`src/design/xmb_pkg.sv`:
```
package xmb_pkg;

  localparam int SHORT_BLOCK_DEF = 128;
  localparam int LONG_BLOCK_DEF  = 1024;
  localparam int IDX_W = 10;

  localparam logic [1:0] FUNC_START = 2'd0;
  localparam logic [1:0] FUNC_BYTE  = 2'd1;
  localparam logic [1:0] FUNC_TMO   = 2'd2;

  localparam logic [7:0] C_SOH   = 8'h01;
  localparam logic [7:0] C_STX   = 8'h02;
  localparam logic [7:0] C_EOT   = 8'h04;
  localparam logic [7:0] C_ACK   = 8'h06;
  localparam logic [7:0] C_NAK   = 8'h15;
  localparam logic [7:0] C_CAN   = 8'h18;
  localparam logic [7:0] C_INITC = 8'h43;

  localparam logic [1:0] VERD_NONE   = 2'd0;
  localparam logic [1:0] VERD_COMMIT = 2'd1;
  localparam logic [1:0] VERD_DUP    = 2'd2;
  localparam logic [1:0] VERD_REJECT = 2'd3;

  localparam logic [2:0] ST_NONE      = 3'd0;
  localparam logic [2:0] ST_DONE      = 3'd1;
  localparam logic [2:0] ST_EMPTY     = 3'd2;
  localparam logic [2:0] ST_INIT_FAIL = 3'd3;
  localparam logic [2:0] ST_INIT_CAN  = 3'd4;
  localparam logic [2:0] ST_SEND_CAN  = 3'd5;
  localparam logic [2:0] ST_CARRIER   = 3'd6;

  localparam logic [0:0] REG_CRC_MODE  = 1'd0;
  localparam logic [0:0] REG_MAX_TRIES = 1'd1;

  // Classified item passed from the front to the back.
  typedef struct packed {
    logic       start;
    logic       byte_ok;
    logic       tmo;
    logic       is_soh;
    logic       is_stx;
    logic       is_eot;
    logic       is_can;
    logic       carrier;
    logic [7:0] rx_byte;
  } xmb_item_t;

  localparam int ITEM_W = $bits(xmb_item_t);

  function automatic logic [15:0] crc_byte(input logic [15:0] crc, input logic [7:0] b);
    logic [15:0] c;
    c = crc ^ {b, 8'h00};
    for (int k = 0; k < 8; k++) begin
      c = c[15] ? ((c << 1) ^ 16'h1021) : (c << 1);
    end
    return c;
  endfunction

endpackage

```
`src/design/xmb_front.sv`:
```
module xmb_front
  import xmb_pkg::*;
(
  input  logic       clk,
  input  logic       rst,
  input  logic       in_valid,
  output logic       in_ready,
  input  logic [1:0] func,
  input  logic [7:0] rx_byte,
  input  logic       carrier,
  output logic       q_valid,
  input  logic       q_ready,
  output xmb_item_t  q_item
);

  xmb_item_t item;
  xmb_item_t mem [2];
  logic      wptr, rptr;
  logic [1:0] count;

  always_comb begin
    item = '0;
    item.start   = (func == FUNC_START);
    item.byte_ok = (func == FUNC_BYTE);
    item.tmo     = (func == FUNC_TMO);
    item.is_soh  = (rx_byte == C_SOH);
    item.is_stx  = (rx_byte == C_STX);
    item.is_eot  = (rx_byte == C_EOT);
    item.is_can  = (rx_byte == C_CAN);
    item.carrier = carrier;
    item.rx_byte = rx_byte;
  end

  assign in_ready = (count != 2'd2);
  assign q_valid  = (count != 2'd0);
  assign q_item   = mem[rptr];

  logic push, pop;
  assign push = in_valid && in_ready;
  assign pop  = q_valid && q_ready;

  always_ff @(posedge clk) begin
    if (push) mem[wptr] <= item;
  end

  always_ff @(posedge clk) begin
    if (rst) begin
      wptr <= 1'b0;
      rptr <= 1'b0;
      count <= 2'd0;
    end else begin
      if (push) wptr <= ~wptr;
      if (pop) rptr <= ~rptr;
      count <= count + {1'b0, push} - {1'b0, pop};
    end
  end

endmodule

```
`src/design/xmb_back.sv`:
```
module xmb_back
  import xmb_pkg::*;
#(
  parameter int SHORT_BLOCK = SHORT_BLOCK_DEF,
  parameter int LONG_BLOCK  = LONG_BLOCK_DEF
) (
  input  logic       clk,
  input  logic       rst,
  input  logic       q_valid,
  output logic       q_ready,
  input  xmb_item_t  q_item,
  input  logic       crc_mode,
  input  logic [3:0] max_init_tries,
  output logic       out_valid,
  input  logic       out_ready,
  output logic [31:0] out_data
);

  localparam logic [3:0] PH_IDLE = 4'd0;
  localparam logic [3:0] PH_INIT = 4'd1;
  localparam logic [3:0] PH_NUM  = 4'd2;
  localparam logic [3:0] PH_INV  = 4'd3;
  localparam logic [3:0] PH_DATA = 4'd4;
  localparam logic [3:0] PH_CHK1 = 4'd5;
  localparam logic [3:0] PH_CHK2 = 4'd6;
  localparam logic [3:0] PH_HDR  = 4'd7;
  localparam logic [3:0] PH_CAN2 = 4'd8;

  localparam logic [IDX_W-1:0] SHORT_LAST = IDX_W'(SHORT_BLOCK - 1);
  localparam logic [IDX_W-1:0] LONG_LAST  = IDX_W'(LONG_BLOCK - 1);

  logic [3:0]       phase, phase_next;
  logic [3:0]       init_tries, init_tries_next;
  logic [7:0]       expected_number, expected_number_next;
  logic [7:0]       got_number, got_number_next;
  logic [7:0]       got_inverse, got_inverse_next;
  logic [IDX_W-1:0] byte_index, byte_index_next;
  logic             long_block, long_block_next;
  logic [15:0]      crc_accum, crc_accum_next;
  logic [7:0]       sum_accum, sum_accum_next;
  logic [15:0]      got_check, got_check_next;

  logic       txv, dv;
  logic [7:0] txb, db;
  logic [1:0] verdict;
  logic [2:0] status;
  logic       evaluate, ok;
  logic [7:0] b;
  logic       step;

  assign q_ready = !out_valid || out_ready;
  assign step = q_valid && q_ready;
  assign b = q_item.rx_byte;

  always_comb begin
    phase_next = phase;
    init_tries_next = init_tries;
    expected_number_next = expected_number;
    got_number_next = got_number;
    got_inverse_next = got_inverse;
    byte_index_next = byte_index;
    long_block_next = long_block;
    crc_accum_next = crc_accum;
    sum_accum_next = sum_accum;
    got_check_next = got_check;
    txv = 1'b0; txb = 8'h00; dv = 1'b0; db = 8'h00;
    verdict = VERD_NONE; status = ST_NONE;
    evaluate = 1'b0; ok = 1'b0;
    if (q_item.start) begin
      expected_number_next = 8'd1;
      init_tries_next = 4'd1;
      phase_next = PH_INIT;
      txv = 1'b1;
      txb = crc_mode ? C_INITC : C_NAK;
    end else if (q_item.byte_ok || q_item.tmo) begin
      unique case (phase)
        PH_INIT: begin
          if (q_item.byte_ok && (q_item.is_soh || q_item.is_stx)) begin
            long_block_next = q_item.is_stx;
            byte_index_next = '0; crc_accum_next = '0;
            sum_accum_next = '0; got_check_next = '0;
            phase_next = PH_NUM;
          end else if (q_item.byte_ok && q_item.is_eot) begin
            status = ST_EMPTY; phase_next = PH_IDLE;
          end else if (q_item.byte_ok && q_item.is_can) begin
            status = ST_INIT_CAN; phase_next = PH_IDLE;
          end else if (init_tries >= max_init_tries) begin
            status = ST_INIT_FAIL; phase_next = PH_IDLE;
          end else begin
            init_tries_next = init_tries + 4'd1;
            txv = 1'b1;
            txb = crc_mode ? C_INITC : C_NAK;
          end
        end
        PH_NUM, PH_INV, PH_DATA, PH_CHK1, PH_CHK2: begin
          if (q_item.tmo) begin
            txv = 1'b1; txb = C_NAK; verdict = VERD_REJECT; phase_next = PH_HDR;
          end else if (phase == PH_NUM) begin
            got_number_next = b; phase_next = PH_INV;
          end else if (phase == PH_INV) begin
            got_inverse_next = b; phase_next = PH_DATA;
          end else if (phase == PH_DATA) begin
            dv = 1'b1; db = b;
            crc_accum_next = crc_byte(crc_accum, b);
            sum_accum_next = sum_accum + b;
            if (byte_index == (long_block ? LONG_LAST : SHORT_LAST)) begin
              byte_index_next = '0; phase_next = PH_CHK1;
            end else begin
              byte_index_next = byte_index + 1'b1;
            end
          end else if (phase == PH_CHK1) begin
            if (crc_mode) begin
              got_check_next = {b, 8'h00}; phase_next = PH_CHK2;
            end else begin
              got_check_next = {8'h00, b}; evaluate = 1'b1;
            end
          end else begin
            got_check_next = {got_check[15:8], b}; evaluate = 1'b1;
          end
        end
        PH_HDR: begin
          if (q_item.tmo) begin
            txv = 1'b1; txb = C_NAK;
          end else if (q_item.is_eot) begin
            txv = 1'b1; txb = C_ACK; status = ST_DONE; phase_next = PH_IDLE;
          end else if (q_item.is_can) begin
            phase_next = PH_CAN2;
          end else if (q_item.is_soh || q_item.is_stx) begin
            if (!q_item.carrier) begin
              status = ST_CARRIER; phase_next = PH_IDLE;
            end else begin
              long_block_next = q_item.is_stx;
              byte_index_next = '0; crc_accum_next = '0;
              sum_accum_next = '0; got_check_next = '0;
              phase_next = PH_NUM;
            end
          end
        end
        PH_CAN2: begin
          if (q_item.byte_ok && q_item.is_can) begin
            status = ST_SEND_CAN; phase_next = PH_IDLE;
          end else begin
            phase_next = PH_HDR;
          end
        end
        default: ;
      endcase
    end
    if (evaluate) begin
      ok = crc_mode ? (got_check_next == crc_accum) : (got_check_next[7:0] == sum_accum
                                                       && got_check_next[15:8] == 8'h00);
      if ((got_number ^ got_inverse) != 8'hFF) ok = 1'b0;
      txv = 1'b1;
      if (got_number == expected_number - 8'd1) begin
        txb = C_ACK; verdict = VERD_DUP;
      end else if (ok && got_number == expected_number) begin
        txb = C_ACK; verdict = VERD_COMMIT;
        expected_number_next = expected_number + 8'd1;
      end else begin
        txb = C_NAK; verdict = VERD_REJECT;
      end
      phase_next = PH_HDR;
    end
  end

  always_ff @(posedge clk) begin
    if (rst) begin
      phase <= PH_IDLE;
      init_tries <= '0;
      expected_number <= 8'd1;
      got_number <= '0;
      got_inverse <= '0;
      byte_index <= '0;
      long_block <= 1'b0;
      crc_accum <= '0;
      sum_accum <= '0;
      got_check <= '0;
      out_valid <= 1'b0;
    end else begin
      if (step) begin
        phase <= phase_next;
        init_tries <= init_tries_next;
        expected_number <= expected_number_next;
        got_number <= got_number_next;
        got_inverse <= got_inverse_next;
        byte_index <= byte_index_next;
        long_block <= long_block_next;
        crc_accum <= crc_accum_next;
        sum_accum <= sum_accum_next;
        got_check <= got_check_next;
        out_valid <= 1'b1;
      end else if (out_ready) begin
        out_valid <= 1'b0;
      end
    end
  end

  always_ff @(posedge clk) begin
    if (step) begin
      out_data <= {1'd0, expected_number_next, status, verdict, db, dv, txb, txv};
    end
  end

endmodule

```
`src/design/xmodem_block_receiver.sv`:
```
// Channel  Direction  Payload
// s_axis   in         tdata: func[1:0], rx_byte[9:2], carrier[10]
// m_axis   out        tdata: tx_valid, tx_byte, data_valid, data_byte, verdict, status, number
// apb      in         reg 0 crc_mode at 0x0, reg 1 max_init_tries at 0x4
// One word is accepted per cycle while tready is high; its result passes the queue and then the output register.
// The front holds a two-entry queue; the back keeps one output register.
// Reset is synchronous, clears the queue and the receive state, and sets crc_mode to 1 and max_init_tries to 10.
// A stalled output stops the back, and the queue then fills and drops tready.
module xmodem_block_receiver
  import xmb_pkg::*;
#(
  parameter int SHORT_BLOCK = SHORT_BLOCK_DEF,
  parameter int LONG_BLOCK  = LONG_BLOCK_DEF
) (
  input  logic        clk,
  input  logic        rst,
  input  logic        s_axis_tvalid,
  output logic        s_axis_tready,
  input  logic [15:0] s_axis_tdata,   // func[1:0], rx_byte[9:2], carrier[10]
  output logic        m_axis_tvalid,
  input  logic        m_axis_tready,
  // tx_valid[0], tx_byte[8:1], data_valid[9], data_byte[17:10], block_verdict[19:18],
  // status[22:20], next_block_number[30:23]
  output logic [31:0] m_axis_tdata,
  input  logic        psel,
  input  logic        penable,
  input  logic        pwrite,
  input  logic [2:0]  paddr,
  input  logic [31:0] pwdata,
  output logic [31:0] prdata,
  output logic        pready
);

  logic       crc_mode;
  logic [3:0] max_init_tries;
  logic       q_valid, q_ready;
  xmb_item_t  q_item;

  assign pready = 1'b1;

  always_ff @(posedge clk) begin
    if (rst) begin
      crc_mode <= 1'b1;
      max_init_tries <= 4'd10;
    end else if (psel && penable && pwrite) begin
      if (paddr[2] == REG_CRC_MODE) crc_mode <= pwdata[0];
      else max_init_tries <= pwdata[3:0];
    end
  end

  always_comb begin
    prdata = '0;
    if (paddr[2] == REG_MAX_TRIES) prdata = {28'd0, max_init_tries};
    else prdata = {31'd0, crc_mode};
  end

  xmb_front u_front (
    .clk(clk), .rst(rst),
    .in_valid(s_axis_tvalid), .in_ready(s_axis_tready),
    .func(s_axis_tdata[1:0]), .rx_byte(s_axis_tdata[9:2]), .carrier(s_axis_tdata[10]),
    .q_valid(q_valid), .q_ready(q_ready), .q_item(q_item)
  );

  xmb_back #(.SHORT_BLOCK(SHORT_BLOCK), .LONG_BLOCK(LONG_BLOCK)) u_back (
    .clk(clk), .rst(rst),
    .q_valid(q_valid), .q_ready(q_ready), .q_item(q_item),
    .crc_mode(crc_mode), .max_init_tries(max_init_tries),
    .out_valid(m_axis_tvalid), .out_ready(m_axis_tready), .out_data(m_axis_tdata)
  );

endmodule

```
`config.mk`:
```
export PLATFORM = sky130hd
export DESIGN_NAME = xmodem_block_receiver
export DESIGN_NICKNAME = d
export VERILOG_FILES = /design/src/design/xmb_pkg.sv /design/src/design/xmb_front.sv /design/src/design/xmb_back.sv /design/src/design/xmodem_block_receiver.sv
export SDC_FILE = /design/constraint.sdc
export NUM_CORES = 1
export LEC_CHECK = 0
export BUFFER_PORTS_ARGS = -buffer_cell sky130_fd_sc_hd__buf_2
export CAP_MARGIN = 20
export CELL_PAD_IN_SITES_DETAIL_PLACEMENT = 0
export CELL_PAD_IN_SITES_GLOBAL_PLACEMENT = 1
export CORE_MARGIN = 3
export CORE_UTILIZATION = 48
export CTS_CLUSTER_SIZE = 16
export DETAILED_ROUTE_END_ITERATION = 12
export MAX_ROUTING_LAYER = met4
export PLACE_DENSITY = 0.89
export SYNTH_ARGS = -nofsm -noshare
export SYNTH_HDL_FRONTEND = slang
export SYNTH_HIERARCHICAL = 1
export SYNTH_SLANG_ARGS = --single-unit
export TNS_END_PERCENT = 1
```
`constraint.sdc`:
```
create_clock -name clk -period 13.25 [get_ports clk]
set_input_delay 2.65 -clock clk [delete_from_list [all_inputs] [get_ports clk]]
set_output_delay 2.65 -clock clk [all_outputs]
set_load 0.05 [all_outputs]
```
# Yosys cells after proc, flatten, opt, wreduce, memory -nomap -nowiden
# Memories as Yosys holds them, arrays and structs flattened. A register that Yosys moved wholly into a read port is not among the register bits.
# Cells that the tools add are included.
[op_classes] n_addsub=7 magnitude_cmp=1 eq_ne=41 muxes=158 n_bitwise=19 n_reduce_logical=36
[op_table] op="$mux W16" count=24
[op_table] op="$mux W8" count=23
[op_table] op="$mux W10" count=12
[op_table] op="$mux W13" count=8
[op_table] op="$mux W4" count=26
[op_table] op="$pmux W16 S3" count=2
[op_table] op="$pmux W8 S3" count=2
[op_table] op="$mux W1" count=33
[op_table] op="$mux W3" count=11
[op_table] op="$pmux W10 S3" count=1
[op_table] op="$eq A8 B8 Y1" count=3
[op_table] op="$not A3 Y3" count=8
[op_table] op="$ne A2 B2 Y1 const B" count=11
[op_table] op="$mux W2" count=9
[op_table] op="$eq A16 B16 Y1" count=1
[op_table] op="$eq A4 B3 Y1 const B" count=4
[op_table] op="$pmux W4 S4" count=1
[op_table] op="$xor A16 B16 Y16" count=1
[op_table] op="$reduce_and A14 Y1" count=1
[op_table] op="$reduce_and A7 Y1" count=2
[op_table] op="$add A10 B1 Y10 const B" count=1
[op_table] op="$eq A10 B10 Y1" count=1
[op_table] op="$mux W5" count=2
[op_table] op="$reduce_and A10 Y1" count=1
[op_table] op="45 further kinds" count=74
[word_totals] ff_bits=124 ramBits=32 in_bits=58 output_inout_bits=67 word_cells=284 memories=1
[mem_list] memory="u_front.mem" words=2 width=16 rd=1 rd_ports_with_merged_regs=1 write_ports=1 line_no="xmb_front.sv:17" rtl="xmb_item_t mem [2];"

# Longest topological paths before layout
[logic_depth] ltp_word=22 ltp_mapped=16 depth_no_buf=12

# Hierarchy
# The synthesis kept the hierarchy.
[modules_own_cells] module="xmb_back" n_inst=1 cells_per_inst=821 area_each_um2=6816.5 seq_area_each_um2=2522.4
[modules_own_cells] module="xmb_front" n_inst=1 cells_per_inst=90 area_each_um2=1487.7 seq_area_each_um2=1061.0
[modules_own_cells] module="xmodem_block_receiver" n_inst=1 cells_per_inst=59 area_each_um2=489.2 seq_area_each_um2=100.1

# Worst setup path before layout
# OpenSTA, ideal clock, no wires.
[synth_path] path_kind="input port to output port" from="input port paddr[2]" to="output port prdata[0]" arrival_ns=3.084 required_time_ns=10.600 path_slack_ns=7.516 cell_stages=1 path_buffers=0 cell_sequence="mux2_2"
[synth_between] elab_chain_cells=1
[synth_lines] item="from (decl)" line_no="xmodem_block_receiver.sv:28" rtl="input logic [2:0] paddr,"
[synth_lines] item="$mux W4" line_no="xmodem_block_receiver.sv:53" rtl="if (paddr[2] == REG_MAX_TRIES) prdata = {28'd0, max_init_tries};"
[synth_lines] item="to (decl)" line_no="xmodem_block_receiver.sv:30" rtl="output logic [31:0] prdata,"
# Every way passes these cells.

# Final worst setup path
# Same ends and word-level chain as after synthesis.

==> impl_metrics.ini <==
[placed_design]
port_buffers = 56
gp_congestion = 0.872
dp_hpwl_um = 14400

[yosys]
yosys_warnings = 6
synth_cell_types = 79
yosysSeqAreaShare_pct = 41.9
synth-async-reset-ratio_pct = 0
synth.largest_area_cell = dfxtp_1
synth-edff-count = 60
avgSynthCellArea_um2 = 9.07
netlist_area_mm2 = 0.00879
ys_top_cells_by_area = dfxtp_1 21%, edfxtp_1 20%, nor2_1 4.3%
post-synth-top-area-fraction_pct = 21.4
synthCells = 970
ys_ff_latch = 154
synth_ff_type = dfxtp_1

[clock_network]
hold_buffers = 0
clk_pin_slew_ns = 0.06
cts_buffer_depth = 2
ctsResizeCount = 0
insertion_delay_ns = 0.43
cts_root_buf = clkbuf_16
cts_tree = yes
cts.sinks = 154
post_cts_buffers = 0
numCtsBuffers = 17
htreeDepth = 4

[floorplanning]
dieArea_mm2 = 0.0200
core_mm2 = 0.0176
fp.dieW_um = 141
rows = 48
ios = 125
fp.dieH_um = 141
start_util_pct = 50.0

[pwr]
p_seq_share_pct = 37.0
p_clk_share_pct = 30.2
switchingPower_uw = 637
power_leakage_uw = 0.00356
comb_power_share_pct = 32.9
p_int_uw = 977
swShare_pct = 39.4
power_density_mw_per_mm2 = 167
irDropWorstVdd_mv = 0.147

[global_routing]
grt_pass1_wl_um = 34300
antenna_found_initial = 0
grt_usage_pct = 21.9
grt_pass1_vias = 6628
gr-total-overflow = 0
grt_max_degree = 62

[outcome]
status = complete, no violations

[setup_path]
crit_fanout = 6
cp-start-kind = primary input
end_kind = output pin
critPathRequiredTime_ns = 10.60
worst_ep_arrival_time_ns = 3.31
path_class = primary input to output pin

[route]
drt-wirelength-per-cell_um = 16.9
first_pass_iters = 5
drc_errors = 0
drt_iter0_drc = 632
vias = 7119
routed_via_density = 5.76
totalWireLength_um = 20800
ant_nets = 0

[sta]
rsz0062_at_grt = false
worst_pin_slew_ns = 0.985
fin_setup_tns_ns = 0
slew_viol_final = 0
fin_crit_sh_pct = 45.0
slew_headroom_pct = 34.3
max_freq_mhz = 168
setup_violations = 0
fin_crit_ns = 5.96
clock_skew_ns = 0.00836
hold_viol_final = 0

[hold_path]
min-delay-path-class = flip-flop to flip-flop

[final_layout]
antennaDiodeCount = 0
area_growth_pct = 9.92
final_common_cell = nor2_1
nNetsFinal = 1072
fin_util_pct = 54.9
final_cell_mix = 101 x nor2_1, 94 x dfxtp_1, 73 x nand2_1
num-fill-cells = 1632
drive_gt1_share_pct = 13.9

[run]
drv_cap = 0
[cell usage after synthesis, types with 7 or more instances]
| cell | count |
|---|---|
| mux2i_1 | 24 |
| a21oi_1 | 62 |
| o21bai_1 | 7 |
| nand2_1 | 73 |
| a31oi_1 | 9 |
| nand4_1 | 8 |
| nor2_1 | 101 |
| nand3_1 | 31 |
| nand3b_1 | 9 |
| nand2b_1 | 20 |
| nor3_1 | 19 |
| and3_1 | 10 |
| buf_2 | 8 |
| or3_1 | 9 |
| buf_4 | 33 |
| nor3b_1 | 8 |
| o211ai_1 | 7 |
| edfxtp_1 | 60 |
| nor2b_1 | 10 |
| a211oi_1 | 8 |
| mux2_2 | 18 |
| xor2_1 | 31 |
| xnor2_1 | 38 |
| ha_1 | 16 |
| a22oi_1 | 16 |
| o311ai_0 | 10 |
| o21ai_0 | 38 |
| and2_1 | 14 |
| inv_1 | 30 |
| dfxtp_1 | 94 |
| nor4_1 | 11 |
| clkbuf_1 | 44 |
[power by group through the flow]
stage | registers (uW) | clock network [uW] | logic [uW]
finish | 596 | 487 | 530
floorplan | 711 | 0 | 304
global placement | 605 | 0 | 525
CTS | 598 | 497 | 529
global route | 604 | 518 | 570
detailed placement | 608 | 0 | 527
[sequential cells by signal, summed over array words and instances, names as in the netlist, 2 cells and up, named ones only]
signal and cells:
u_back/out_data 28, u_back/got_inverse 8, u_back/byte_index 10, u_back/got_check 16, max_init_tries 4, u_back/sum_accum 8
u_back/init_tries 4, u_back/got_number 8, u_front/count 2, u_front/mem 32, u_back/crc_accum 16, u_back/phase 4
u_back/expected_number 8
[worst max-delay path, stage by stage]
cell    delay (ns)
buf_2         0.12
mux2_2        0.33
buf_2         0.21
[final timing paths]
kind | start | to | slack [ns] | depth (start not counted)
worst max-delay path | paddr[2] | prdata[0] | 7.29 | 3
worst max register to register | flip-flop | u_back/out_data[1] | 8.31 | 10
worst min-delay path | u_back/crc_accum[1] | u_back/crc_accum[1] | 0.45 | 2
worst min register to register | u_back/crc_accum[1] | u_back/crc_accum[1] | 0.45 | 2
[final cells by class]
type,count,area (um^2),share of cell area (%)
Clock buffer,17,425,4.40
Clock inverter,15,164,1.70
Inverter,30,113,1.17
Multi-Input combinational cell,728,4640,48.0
Sequential cell,154,3680,38.1
Tap cell,225,282,2.91
Timing Repair Buffer,66,355,3.68
[routing by layer]
metal	vias up	share of wire, %	global-route usage, %
met5	-	0	-
met4	0	1.8	6.99
met3	28	6.2	5.12
met2	211	47	34.1
met1	3393	45	28.5
li1	3487	-	-
[cell families (layout without fill, tap and decap cells)]
family          Yosys count  count (layout)  share of synthesized area (%)
compound gates          209             209                           15.8
simple gates            358             358                           21.1
other cells               3              33                          0.128
flops                   154             154                           41.9
fa+ha+maj                17              17                           2.50
xor+xnor                 69              69                           6.87
mux                      42              42                           5.04
buf+inv                 118             128                           6.64
[per-stage QoR]
step                      hold slack (ns)  power [uW]  setup WS (ns)  instances  cell area, um^2
after floorplan                     0.432        1010           7.52       1000             8910
after global placement              0.441        1130           7.29       1202             9070
after detailed placement            0.446        1140           7.29       1202             9070
after CTS                           0.454        1620           7.29       1234             9660
after global routing                0.485        1690           7.26       1235             9670
final                               0.451        1610           7.29       1235             9670
Note: power is estimated with default switching activity, not from simulation.
